<file path="src/sv/ipcd_pkg.sv">
package ipcd_pkg;

    localparam int TICKS_W    = 24;
    localparam int CODE_W     = 8;
    localparam int LED_W      = 3;
    localparam int SLOT_W     = 6;
    localparam int CFG_IDX_W  = 3;
    localparam int CFG_DATA_W = 24;
    localparam int CMP_W      = 32;

    typedef logic [SLOT_W-1:0]    t_slot;
    typedef logic [CFG_IDX_W-1:0] t_cfg_idx;

    localparam t_slot SLOT_MAX = t_slot'(63);

    localparam logic REQ_EDGE    = 1'b0;
    localparam logic REQ_TIMEOUT = 1'b1;

    localparam t_cfg_idx CFG_ZERO_LOW  = t_cfg_idx'(0);
    localparam t_cfg_idx CFG_ZERO_HIGH = t_cfg_idx'(1);
    localparam t_cfg_idx CFG_ONE_LOW   = t_cfg_idx'(2);
    localparam t_cfg_idx CFG_ONE_HIGH  = t_cfg_idx'(3);
    localparam t_cfg_idx CFG_CODE_A    = t_cfg_idx'(4);
    localparam t_cfg_idx CFG_CODE_B    = t_cfg_idx'(5);
    localparam t_cfg_idx CFG_CODE_C    = t_cfg_idx'(6);

    localparam logic [TICKS_W-1:0] ZERO_LOW_RST  = TICKS_W'(1000);
    localparam logic [TICKS_W-1:0] ZERO_HIGH_RST = TICKS_W'(1200);
    localparam logic [TICKS_W-1:0] ONE_LOW_RST   = TICKS_W'(2000);
    localparam logic [TICKS_W-1:0] ONE_HIGH_RST  = TICKS_W'(2300);
    localparam logic [CODE_W-1:0]  CODE_A_RST    = CODE_W'(12);
    localparam logic [CODE_W-1:0]  CODE_B_RST    = CODE_W'(24);
    localparam logic [CODE_W-1:0]  CODE_C_RST    = CODE_W'(94);

    localparam logic [LED_W-1:0] MASK_NONE = 3'b000;
    localparam logic [LED_W-1:0] MASK_A    = 3'b001;
    localparam logic [LED_W-1:0] MASK_B    = 3'b010;
    localparam logic [LED_W-1:0] MASK_C    = 3'b100;

    typedef struct packed {
        logic               req_type;
        logic [TICKS_W-1:0] interval_ticks;
    } t_in;

    typedef struct packed {
        logic [CODE_W-1:0] decoded_command;
        logic [LED_W-1:0]  toggle_mask;
        logic [LED_W-1:0]  led_state;
    } t_out;

    typedef struct packed {
        logic [TICKS_W-1:0] zero_low;
        logic [TICKS_W-1:0] zero_high;
        logic [TICKS_W-1:0] one_low;
        logic [TICKS_W-1:0] one_high;
        logic [CODE_W-1:0]  code_a;
        logic [CODE_W-1:0]  code_b;
        logic [CODE_W-1:0]  code_c;
    } t_cfg;

    // per-cycle strobes from the input stage
    typedef struct packed {
        logic ev_edge;  // edge item leaves the input register
        logic ev_tmo;   // timeout item while capturing leaves the input register
    } t_ctl;

endpackage

</file>
<file path="src/sv/ipcd_cfg.sv">
module ipcd_cfg import ipcd_pkg::*; (
    input  logic                  i_clk,
    input  logic                  i_rst_n,
    input  logic                  i_cfg_we,
    input  t_cfg_idx              i_cfg_index,
    input  logic [CFG_DATA_W-1:0] i_cfg_data,
    output t_cfg                  o_cfg
);

    t_cfg r_cfg;
    t_cfg n_cfg;

    always_comb begin
        n_cfg = r_cfg;
        if (i_cfg_we) begin
            unique case (i_cfg_index)
                CFG_ZERO_LOW:  n_cfg.zero_low  = i_cfg_data[TICKS_W-1:0];
                CFG_ZERO_HIGH: n_cfg.zero_high = i_cfg_data[TICKS_W-1:0];
                CFG_ONE_LOW:   n_cfg.one_low   = i_cfg_data[TICKS_W-1:0];
                CFG_ONE_HIGH:  n_cfg.one_high  = i_cfg_data[TICKS_W-1:0];
                CFG_CODE_A:    n_cfg.code_a    = i_cfg_data[CODE_W-1:0];
                CFG_CODE_B:    n_cfg.code_b    = i_cfg_data[CODE_W-1:0];
                CFG_CODE_C:    n_cfg.code_c    = i_cfg_data[CODE_W-1:0];
                default: ;
            endcase
        end
    end

    always_ff @(posedge i_clk) begin
        if (!i_rst_n) begin
            r_cfg.zero_low  <= ZERO_LOW_RST;
            r_cfg.zero_high <= ZERO_HIGH_RST;
            r_cfg.one_low   <= ONE_LOW_RST;
            r_cfg.one_high  <= ONE_HIGH_RST;
            r_cfg.code_a    <= CODE_A_RST;
            r_cfg.code_b    <= CODE_B_RST;
            r_cfg.code_c    <= CODE_C_RST;
        end else begin
            r_cfg <= n_cfg;
        end
    end

    assign o_cfg = r_cfg;

endmodule

</file>
<file path="src/sv/ipcd_capture.sv">
module ipcd_capture import ipcd_pkg::*; #(
    parameter int FIRST_COMMAND_SLOT = 17,
    parameter int COMMAND_BITS       = 8,
    parameter int INTERVAL_WIDTH     = 24
) (
    input  logic                      i_clk,
    input  logic                      i_rst_n,
    input  t_ctl                      i_ctl,
    input  logic [TICKS_W-1:0]        i_ticks,
    output logic                      o_capturing,
    output logic [INTERVAL_WIDTH-1:0] o_ivl [COMMAND_BITS]
);

    logic                      r_capturing;
    logic                      n_capturing;
    t_slot                     r_slot;
    t_slot                     n_slot;
    logic [INTERVAL_WIDTH-1:0] r_ivl [COMMAND_BITS];
    logic [INTERVAL_WIDTH-1:0] n_ivl [COMMAND_BITS];
    logic [CMP_W-1:0]          ticks_ext;

    assign ticks_ext = CMP_W'(i_ticks);

    always_comb begin
        n_capturing = r_capturing;
        n_slot      = r_slot;
        n_ivl       = r_ivl;
        if (i_ctl.ev_tmo) begin
            n_capturing = 1'b0;
            n_slot      = '0;
        end else if (i_ctl.ev_edge) begin
            if (!r_capturing) begin
                // first edge of a frame only opens capture
                n_capturing = 1'b1;
            end else begin
                for (int i = 0; i < COMMAND_BITS; i++) begin
                    if (r_slot == t_slot'(FIRST_COMMAND_SLOT + i)) begin
                        n_ivl[i] = ticks_ext[INTERVAL_WIDTH-1:0];
                    end
                end
                if (r_slot != SLOT_MAX) begin
                    n_slot = r_slot + t_slot'(1);
                end
            end
        end
    end

    always_ff @(posedge i_clk) begin
        if (!i_rst_n) begin
            r_capturing <= 1'b0;
            r_slot      <= '0;
            for (int i = 0; i < COMMAND_BITS; i++) begin
                r_ivl[i] <= '0;
            end
        end else begin
            r_capturing <= n_capturing;
            r_slot      <= n_slot;
            r_ivl       <= n_ivl;
        end
    end

    assign o_capturing = r_capturing;
    assign o_ivl       = r_ivl;

`ifndef SYNTH
    a_idle_slot_zero: assert property (@(posedge i_clk) disable iff (!i_rst_n)
        !r_capturing |-> (r_slot == '0))
        else $error("edge slot nonzero while idle");

    a_tmo_only_capturing: assert property (@(posedge i_clk) disable iff (!i_rst_n)
        i_ctl.ev_tmo |-> r_capturing)
        else $error("timeout processed while idle");
`endif

endmodule

</file>
<file path="src/sv/ipcd_classify.sv">
module ipcd_classify import ipcd_pkg::*; #(
    parameter int COMMAND_BITS   = 8,
    parameter int INTERVAL_WIDTH = 24
) (
    input  logic                      i_clk,
    input  logic                      i_rst_n,
    input  t_ctl                      i_ctl,
    input  t_cfg                      i_cfg,
    input  logic [INTERVAL_WIDTH-1:0] i_ivl [COMMAND_BITS],
    input  logic                      i_out_stall,
    output logic                      o_free,
    output logic                      o_out_valid,
    output t_out                      o_out_data
);

    logic [CODE_W-1:0] r_held;
    logic [CODE_W-1:0] n_held;
    logic [LED_W-1:0]  r_level;
    logic [LED_W-1:0]  n_level;
    logic              r_out_valid;
    logic              n_out_valid;
    t_out              r_out;
    logic [CODE_W-1:0] cmd;
    logic [LED_W-1:0]  mask;
    logic [CMP_W-1:0]  v;

    // classify the kept intervals into the held command
    always_comb begin
        cmd = r_held;
        v   = '0;
        for (int b = 0; b < COMMAND_BITS; b++) begin
            v = CMP_W'(i_ivl[b]);
            if (v >= CMP_W'(i_cfg.zero_low) && v <= CMP_W'(i_cfg.zero_high)) begin
                cmd[b] = 1'b0;
            end else if (v >= CMP_W'(i_cfg.one_low) && v <= CMP_W'(i_cfg.one_high)) begin
                cmd[b] = 1'b1;
            end
        end
    end

    always_comb begin
        priority if (cmd == i_cfg.code_a) begin
            mask = MASK_A;
        end else if (cmd == i_cfg.code_b) begin
            mask = MASK_B;
        end else if (cmd == i_cfg.code_c) begin
            mask = MASK_C;
        end else begin
            mask = MASK_NONE;
        end
    end

    assign o_free = !r_out_valid || !i_out_stall;

    always_comb begin
        n_held      = r_held;
        n_level     = r_level;
        n_out_valid = r_out_valid && i_out_stall;
        if (i_ctl.ev_tmo) begin
            n_out_valid = 1'b1;
            n_level     = r_level ^ mask;
            n_held      = (mask != MASK_NONE) ? '0 : cmd;
        end
    end

    always_ff @(posedge i_clk) begin
        if (!i_rst_n) begin
            r_held      <= '0;
            r_level     <= '0;
            r_out_valid <= 1'b0;
        end else begin
            r_held      <= n_held;
            r_level     <= n_level;
            r_out_valid <= n_out_valid;
        end
    end

    always_ff @(posedge i_clk) begin
        if (i_ctl.ev_tmo) begin
            r_out.decoded_command <= cmd;
            r_out.toggle_mask     <= mask;
            r_out.led_state       <= r_level ^ mask;
        end
    end

    assign o_out_valid = r_out_valid;
    assign o_out_data  = r_out;

`ifndef SYNTH
    a_no_overwrite: assert property (@(posedge i_clk) disable iff (!i_rst_n)
        i_ctl.ev_tmo |-> o_free)
        else $error("result register overwritten while stalled");

    a_mask_onehot: assert property (@(posedge i_clk) disable iff (!i_rst_n)
        i_ctl.ev_tmo |=> $onehot0(r_out.toggle_mask)
            && (r_out.led_state == r_level))
        else $error("bad toggle mask or led state in result");
`endif

endmodule

</file>
<file path="src/sv/ir_pulse_command_decoder_core.sv">
// NEC-style IR command decoder.
// Input channel (i_in_valid / o_in_stall / i_in_data): one item per falling
// edge (req_type edge, interval_ticks since previous edge) or per frame
// timeout (req_type timeout). Edges produce no result; a timeout while a
// frame is being captured produces one result on the output channel
// (o_out_valid / i_out_stall / o_out_data): decoded command, toggle mask and
// LED levels. A timeout while idle is dropped.
// An accepted item is registered in the input register and processed from
// there; a timeout's result is registered in the result register.
// Throughput: one item per cycle unless a timeout waits on a stalled receiver,
// set by the combinational compare/update between input and result registers.
// When the receiver stalls, the result register holds; edge items keep
// flowing, and a timeout during capture waits in the input register until
// the result register frees, with o_in_stall high for as long as it waits.
// Synchronous reset (i_rst_n low) empties both registers, returns to idle,
// clears stored intervals, held command and LED levels, and loads the
// default thresholds and codes. Configuration writes (i_cfg_we) take effect
// at the next edge and are meant to happen only while the block is idle.
module ir_pulse_command_decoder_core import ipcd_pkg::*; #(
    parameter int FIRST_COMMAND_SLOT = 17,
    parameter int COMMAND_BITS       = 8,
    parameter int INTERVAL_WIDTH     = 24
) (
    input  logic                  i_clk,
    input  logic                  i_rst_n,
    input  logic                  i_in_valid,
    output logic                  o_in_stall,
    input  t_in                   i_in_data,
    output logic                  o_out_valid,
    input  logic                  i_out_stall,
    output t_out                  o_out_data,
    input  logic                  i_cfg_we,
    input  t_cfg_idx              i_cfg_index,
    input  logic [CFG_DATA_W-1:0] i_cfg_data
);

    logic                      r_in_valid;
    logic                      n_in_valid;
    t_in                       r_in;
    logic                      load;
    logic                      advance;
    logic                      capturing;
    logic                      need_out;
    logic                      free;
    t_ctl                      ctl;
    t_cfg                      cfg;
    logic [INTERVAL_WIDTH-1:0] ivl [COMMAND_BITS];

    assign need_out   = (r_in.req_type == REQ_TIMEOUT) && capturing;
    assign advance    = r_in_valid && (!need_out || free);
    assign o_in_stall = r_in_valid && !advance;
    assign load       = i_in_valid && !o_in_stall;
    assign n_in_valid = load || (r_in_valid && !advance);

    assign ctl.ev_edge = advance && (r_in.req_type == REQ_EDGE);
    assign ctl.ev_tmo  = advance && need_out;

    always_ff @(posedge i_clk) begin
        if (!i_rst_n) begin
            r_in_valid <= 1'b0;
        end else begin
            r_in_valid <= n_in_valid;
        end
    end

    always_ff @(posedge i_clk) begin
        if (load) begin
            r_in <= i_in_data;
        end
    end

    ipcd_cfg u_cfg (
        .i_clk       (i_clk),
        .i_rst_n     (i_rst_n),
        .i_cfg_we    (i_cfg_we),
        .i_cfg_index (i_cfg_index),
        .i_cfg_data  (i_cfg_data),
        .o_cfg       (cfg)
    );

    ipcd_capture #(
        .FIRST_COMMAND_SLOT (FIRST_COMMAND_SLOT),
        .COMMAND_BITS       (COMMAND_BITS),
        .INTERVAL_WIDTH     (INTERVAL_WIDTH)
    ) u_capture (
        .i_clk       (i_clk),
        .i_rst_n     (i_rst_n),
        .i_ctl       (ctl),
        .i_ticks     (r_in.interval_ticks),
        .o_capturing (capturing),
        .o_ivl       (ivl)
    );

    ipcd_classify #(
        .COMMAND_BITS   (COMMAND_BITS),
        .INTERVAL_WIDTH (INTERVAL_WIDTH)
    ) u_classify (
        .i_clk       (i_clk),
        .i_rst_n     (i_rst_n),
        .i_ctl       (ctl),
        .i_cfg       (cfg),
        .i_ivl       (ivl),
        .i_out_stall (i_out_stall),
        .o_free      (free),
        .o_out_valid (o_out_valid),
        .o_out_data  (o_out_data)
    );

`ifndef SYNTH
    a_stall_needs_item: assert property (@(posedge i_clk) disable iff (!i_rst_n)
        o_in_stall |-> (r_in_valid && need_out && o_out_valid))
        else $error("input stalled without a blocked timeout");
`endif

endmodule
</file>
<file path="config.mk">
export PLATFORM = sky130hd
export DESIGN_NAME = ir_pulse_command_decoder_core
export DESIGN_NICKNAME = d
export VERILOG_FILES = /design/src/sv/ipcd_pkg.sv /design/src/sv/ipcd_cfg.sv /design/src/sv/ipcd_capture.sv /design/src/sv/ipcd_classify.sv /design/src/sv/ir_pulse_command_decoder_core.sv
export SDC_FILE = /design/constraint.sdc
export NUM_CORES = 2
export LEC_CHECK = 0
export BUFFER_PORTS_ARGS = -buffer_cell sky130_fd_sc_hd__clkbuf_2
export CELL_PAD_IN_SITES_DETAIL_PLACEMENT = 1
export CELL_PAD_IN_SITES_GLOBAL_PLACEMENT = 1
export CORE_MARGIN = 8
export CORE_UTILIZATION = 45
export DETAILED_ROUTE_END_ITERATION = 10
export PLACE_DENSITY = 0.84
export SYNTH_ARGS = -nofsm -noshare
export SYNTH_HDL_FRONTEND = slang
export SYNTH_SLANG_ARGS = --single-unit
</file>
<file path="constraint.sdc">
create_clock -name i_clk -period 3.3 [get_ports i_clk]
set_input_delay 0.165 -clock i_clk [delete_from_list [all_inputs] [get_ports i_clk]]
set_output_delay 0.165 -clock i_clk [all_outputs]
set_load 0.01 [all_outputs]
</file>
==> key figures <==
Status
  – Status: finished with violations
  – Failing checks: setup timing

Synthesis
  – Post-synth top cells: ha_1, nand2_1, a21oi_1, dfxtp_1, nand4_1
  – Yosys Warn Count: 0
  – Seq/Total Area, Yosys: 0.261
  – Async set-reset flop share out of synthesis: 0
  – Main synth FF type: dfxtp_1
  – Post-synthesis cell type count: 82
  – Synthesis-stage register bit count: 371
  – Avg Inst Size Synth: around 8.3 sq um
  – Synth top area share: 0.323
  – Syn nets: 4,426
  – Leading area contributor after synthesis: ha_1
  – Cell Area, Synth: around 30,000 sq um
  – Number of synthesized flops with an enable pin: 39
  – Synth area leaders: ha_1, dfxtp_1, a21oi_1, nand2_1, edfxtp_1
  – Cell with the most instances after synthesis: ha_1
  – Cells after synthesis: about 3.6k

Setup path
  – FF-to-FF Start: u_cfg.o_cfg[37]$_SDFFE_PN0P_
  – Critical path capture point: u_classify.o_out_data[2]$_DFFE_PP_
  – CP Launch Type: flip-flop
  – Critical Path Sink Type: flip-flop
  – Worst endpoint required time: between 3 and 4 ns
  – Worst r2r path cells: 17
  – Crit path from: u_cfg.o_cfg[37]$_SDFFE_PN0P_
  – Critical path data arrival time: about 5 ns
  – Register-to-Register Setup Slack: -1.11 ns
  – Maximum fanout along the worst path: 4
  – Critical path class: reg2reg
  – R2R Path End: u_classify.o_out_data[2]$_DFFE_PP_

Power and ir drop
  – PwrDens: about 290 nW/um^2
  – Sw frac: 0.285
  – Comb pwr share: 0.118
  – VDD IR max: around 360 uV
  – Internal power: between 8 and 9 mW
  – Psw: around 3.3 mW
  – Clock share of power: 0.469
  – Sequential power share: 0.413
  – Pleak: around 18 nW

STA
  – Fin crit period: about 4.4 ns
  – Final setup fails: 18
  – Actual slew at the worst max-slew pin: about 1.4 ns
  – Final setup margin: -1.11 ns
  – Final Hold Vio Count: 0
  – Worst hold slack: 0.109 ns
  – Final Max Slew Viols: 0
  – Tcrit/Tclk final: 1.34
  – RSZ-0062 raised after global routing: true
  – Final Skew: 0.0395 ns
  – Slew headroom: 0.0811
  – Max Fclk: roughly 0.23 GHz

Global route
  – Congestion Overflow GR: 0
  – Initial antenna violation count: 12
  – Vias in the first global route: 35.6k
  – Global-route wire length before repair: 217 mm
  – Largest net degree at the start of global routing: 85
  – Global-route usage over all layers: 0.376

Drt
  – Drt initial violations: roughly 3.3k
  – Pre-antenna DRT Iters: 6
  – Routed Antenna Nets: 0
  – Final wirelength: between 150 and 200 mm
  – Post-route DRC: 0
  – Vias after detailed routing: 34.7k
  – Routed WL per cell: just over 30 um
  – DR vias/cell: about 6.6

Floorplanning
  – Total die area: between 70,000 and 80,000 sq um
  – Die width: around 270 um
  – Placeable Area: ~66,000 sq um
  – Boundary Pins: between 70 and 80
  – Initial cell density of the core: 0.455
  – Row count: 94
  – Die Ht: roughly 270 um

Cells and area
  – Util after Layout: 0.604
  – Fill count: around 7.7k
  – Nets: ~5.2k
  – Area grow syn2layout: 32.8%
  – Fraction of layout instances using a drive strength above 1: 0.242

Placed design
  – Placer Congestion: 1.02
  – Final HPWL DP: about 110 mm
  – Port Buf Inserts: a little over 70

Run
  – Maxcap violations: 0

Clocking
  – Worst-Skew Late Latency: 0.64 ns
  – CTS tree: built
  – Clock Path Buffers: 3
  – Clk root buf: clkbuf_16
  – H-tree depth: 2
  – Clock Sinks: ~370
  – CTS buffer count: 45
  – Clock transition at the registers of the reported paths: 0.06 ns

Hold path
  – Min-delay worst type: in2reg
==> per-layer routing <==
layer	wire length [um]	global-route usage	share of wire
met4	16600	0.306	0.11
met1	56400	0.432	0.36
met3	16300	0.0725	0.10
met5	124	0	0.00078
met2	68800	0.606	0.43
==> registers in the layout (all words and copies together) (netlist names) <==
| name | flops |
|---|---|
| u_classify.o_out_valid | 1 |
| u_classify.r_level | 3 |
| u_classify.r_held | 8 |
| r_in | 25 |
| u_cfg.o_cfg | 120 |
| u_capture.r_slot | 6 |
| r_in_valid | 1 |
| u_classify.o_out_data | 14 |
| u_capture.o_capturing | 1 |
| u_capture.o_ivl | 192 |
==> worst max-delay path, cell delays in order, from the launching register on <==
cell and delay [ns]:
dfxtp_1 0.35, inv_1 0.15, buf_4 0.20, ha_1 0.34
nand2_1 0.12, nor4_4 0.34, buf_4 0.18, and4_4 0.21
o31a_1 0.15, o31a_1 0.63, buf_6 0.21, nor4_1 0.07
a21oi_2 0.22, o2111ai_2 0.17, nor4_2 0.24, buf_4 0.20
nor3b_4 0.22, xor2_1 0.21
==> cell usage in the layout, fill, tap and decap left out, types with 20 or more instances in the layout <==
cell	netlist	layout
buf_6	0	22
nand3_1	64	63
dfxtp_2	0	31
ha_1	772	743
clkbuf_2	21	72
buf_12	0	33
nand4_1	131	131
inv_2	1	31
a21o_1	57	57
a21oi_1	571	558
a211oi_1	36	31
dfxtp_1	332	301
clkbuf_16	0	47
inv_1	127	85
o211ai_1	53	53
buf_4	0	633
dlygate4sd3_1	0	53
ha_4	0	28
nor2b_1	33	32
nor2_1	87	84
edfxtp_1	39	39
nand2b_1	20	20
o21ai_0	119	100
nand2_1	740	739
nor3_1	32	20
==> area by class of cell <==
class	count	area, sq um	area share
Clock inverter	23	249	0.00626
Antenna cell	6	15.0	0.000377
Tap cell	864	1080	0.0272
Multi-Input combinational cell	2979	22200	0.557
Inverter	129	532	0.0134
Sequential cell	371	7860	0.198
Timing Repair Buffer	814	6570	0.165
Clock buffer	60	1310	0.0328
==> worst min-delay path by stage <==
| stage | from | depth (start not counted) | slack (ns) | end |
|---|---|---|---|---|
| floorplan | i_in_data[0] | 0 | 0.26 | r_in[0]$_DFFE_PP_ |
| detailed placement | i_in_data[3] | 1 | 0.34 | r_in[3]$_DFFE_PP_ |
| global placement | i_in_data[20] | 1 | 0.34 | r_in[20]$_DFFE_PP_ |
| CTS | i_cfg_index[1] | 4 | 0.09 | u_cfg.o_cfg[6]$_SDFFE_PN1P_ |
| finish | i_cfg_index[1] | 4 | 0.11 | u_cfg.o_cfg[25]$_SDFFE_PN0P_ |
| global route | i_cfg_index[1] | 4 | 0.16 | u_cfg.o_cfg[25]$_SDFFE_PN0P_ |
==> what timing repair did <==
action / in CTS / in global routing
hold buffers: 53 / 0
endpoints found under the hold margin: 134 / 0
setup buffers: 32 / 19
endpoints found under the setup margin: 18 / 17
pin swaps: 57 / 39
resized for setup: 189 / 76
==> per-stage QoR <==
step           worst slack [ns]  setup TNS (ns)  instances  total power [mW]  area [sq um]
3_3_place_gp             -0.914          -14.60       5057              5.89         36100
2_1_floorplan            0.0186               0       3597              5.28         29900
6_report                  -1.11          -16.54       5246              11.5         39800
5_1_grt                   -1.53          -25.63       5241              11.8         39800
3_5_place_dp              -1.00          -15.83       5057              5.94         36100
4_1_cts                  -0.411           -6.04       5222              11.4         39300
==> power by group through the flow <==
stage / Combinational (mW) / Clock, mW / Sequential (mW)
CTS: 1.22 / 5.39 / 4.75
floorplan: 0.544 / 0 / 4.74
global placement: 1.05 / 0 / 4.84
detailed placement: 1.10 / 0 / 4.84
finish: 1.36 / 5.41 / 4.76
global route: 1.40 / 5.63 / 4.76
==> kinds of logic (layout without fill, tap and decap cells) <==
kind of cell / after synthesis / count (layout) / synth area share
compound gates: 990 / 990 / 0.197
xor+xnor: 16 / 16 / 0.00493
fa+ha+maj: 772 / 772 / 0.323
buf+inv: 247 / 1026 / 0.0318
flops: 371 / 371 / 0.261
mux: 3 / 3 / 0.00104
other cells: 0 / 6 / 0
simple gates: 1198 / 1198 / 0.182
Power figures use the tool's default switching activity.
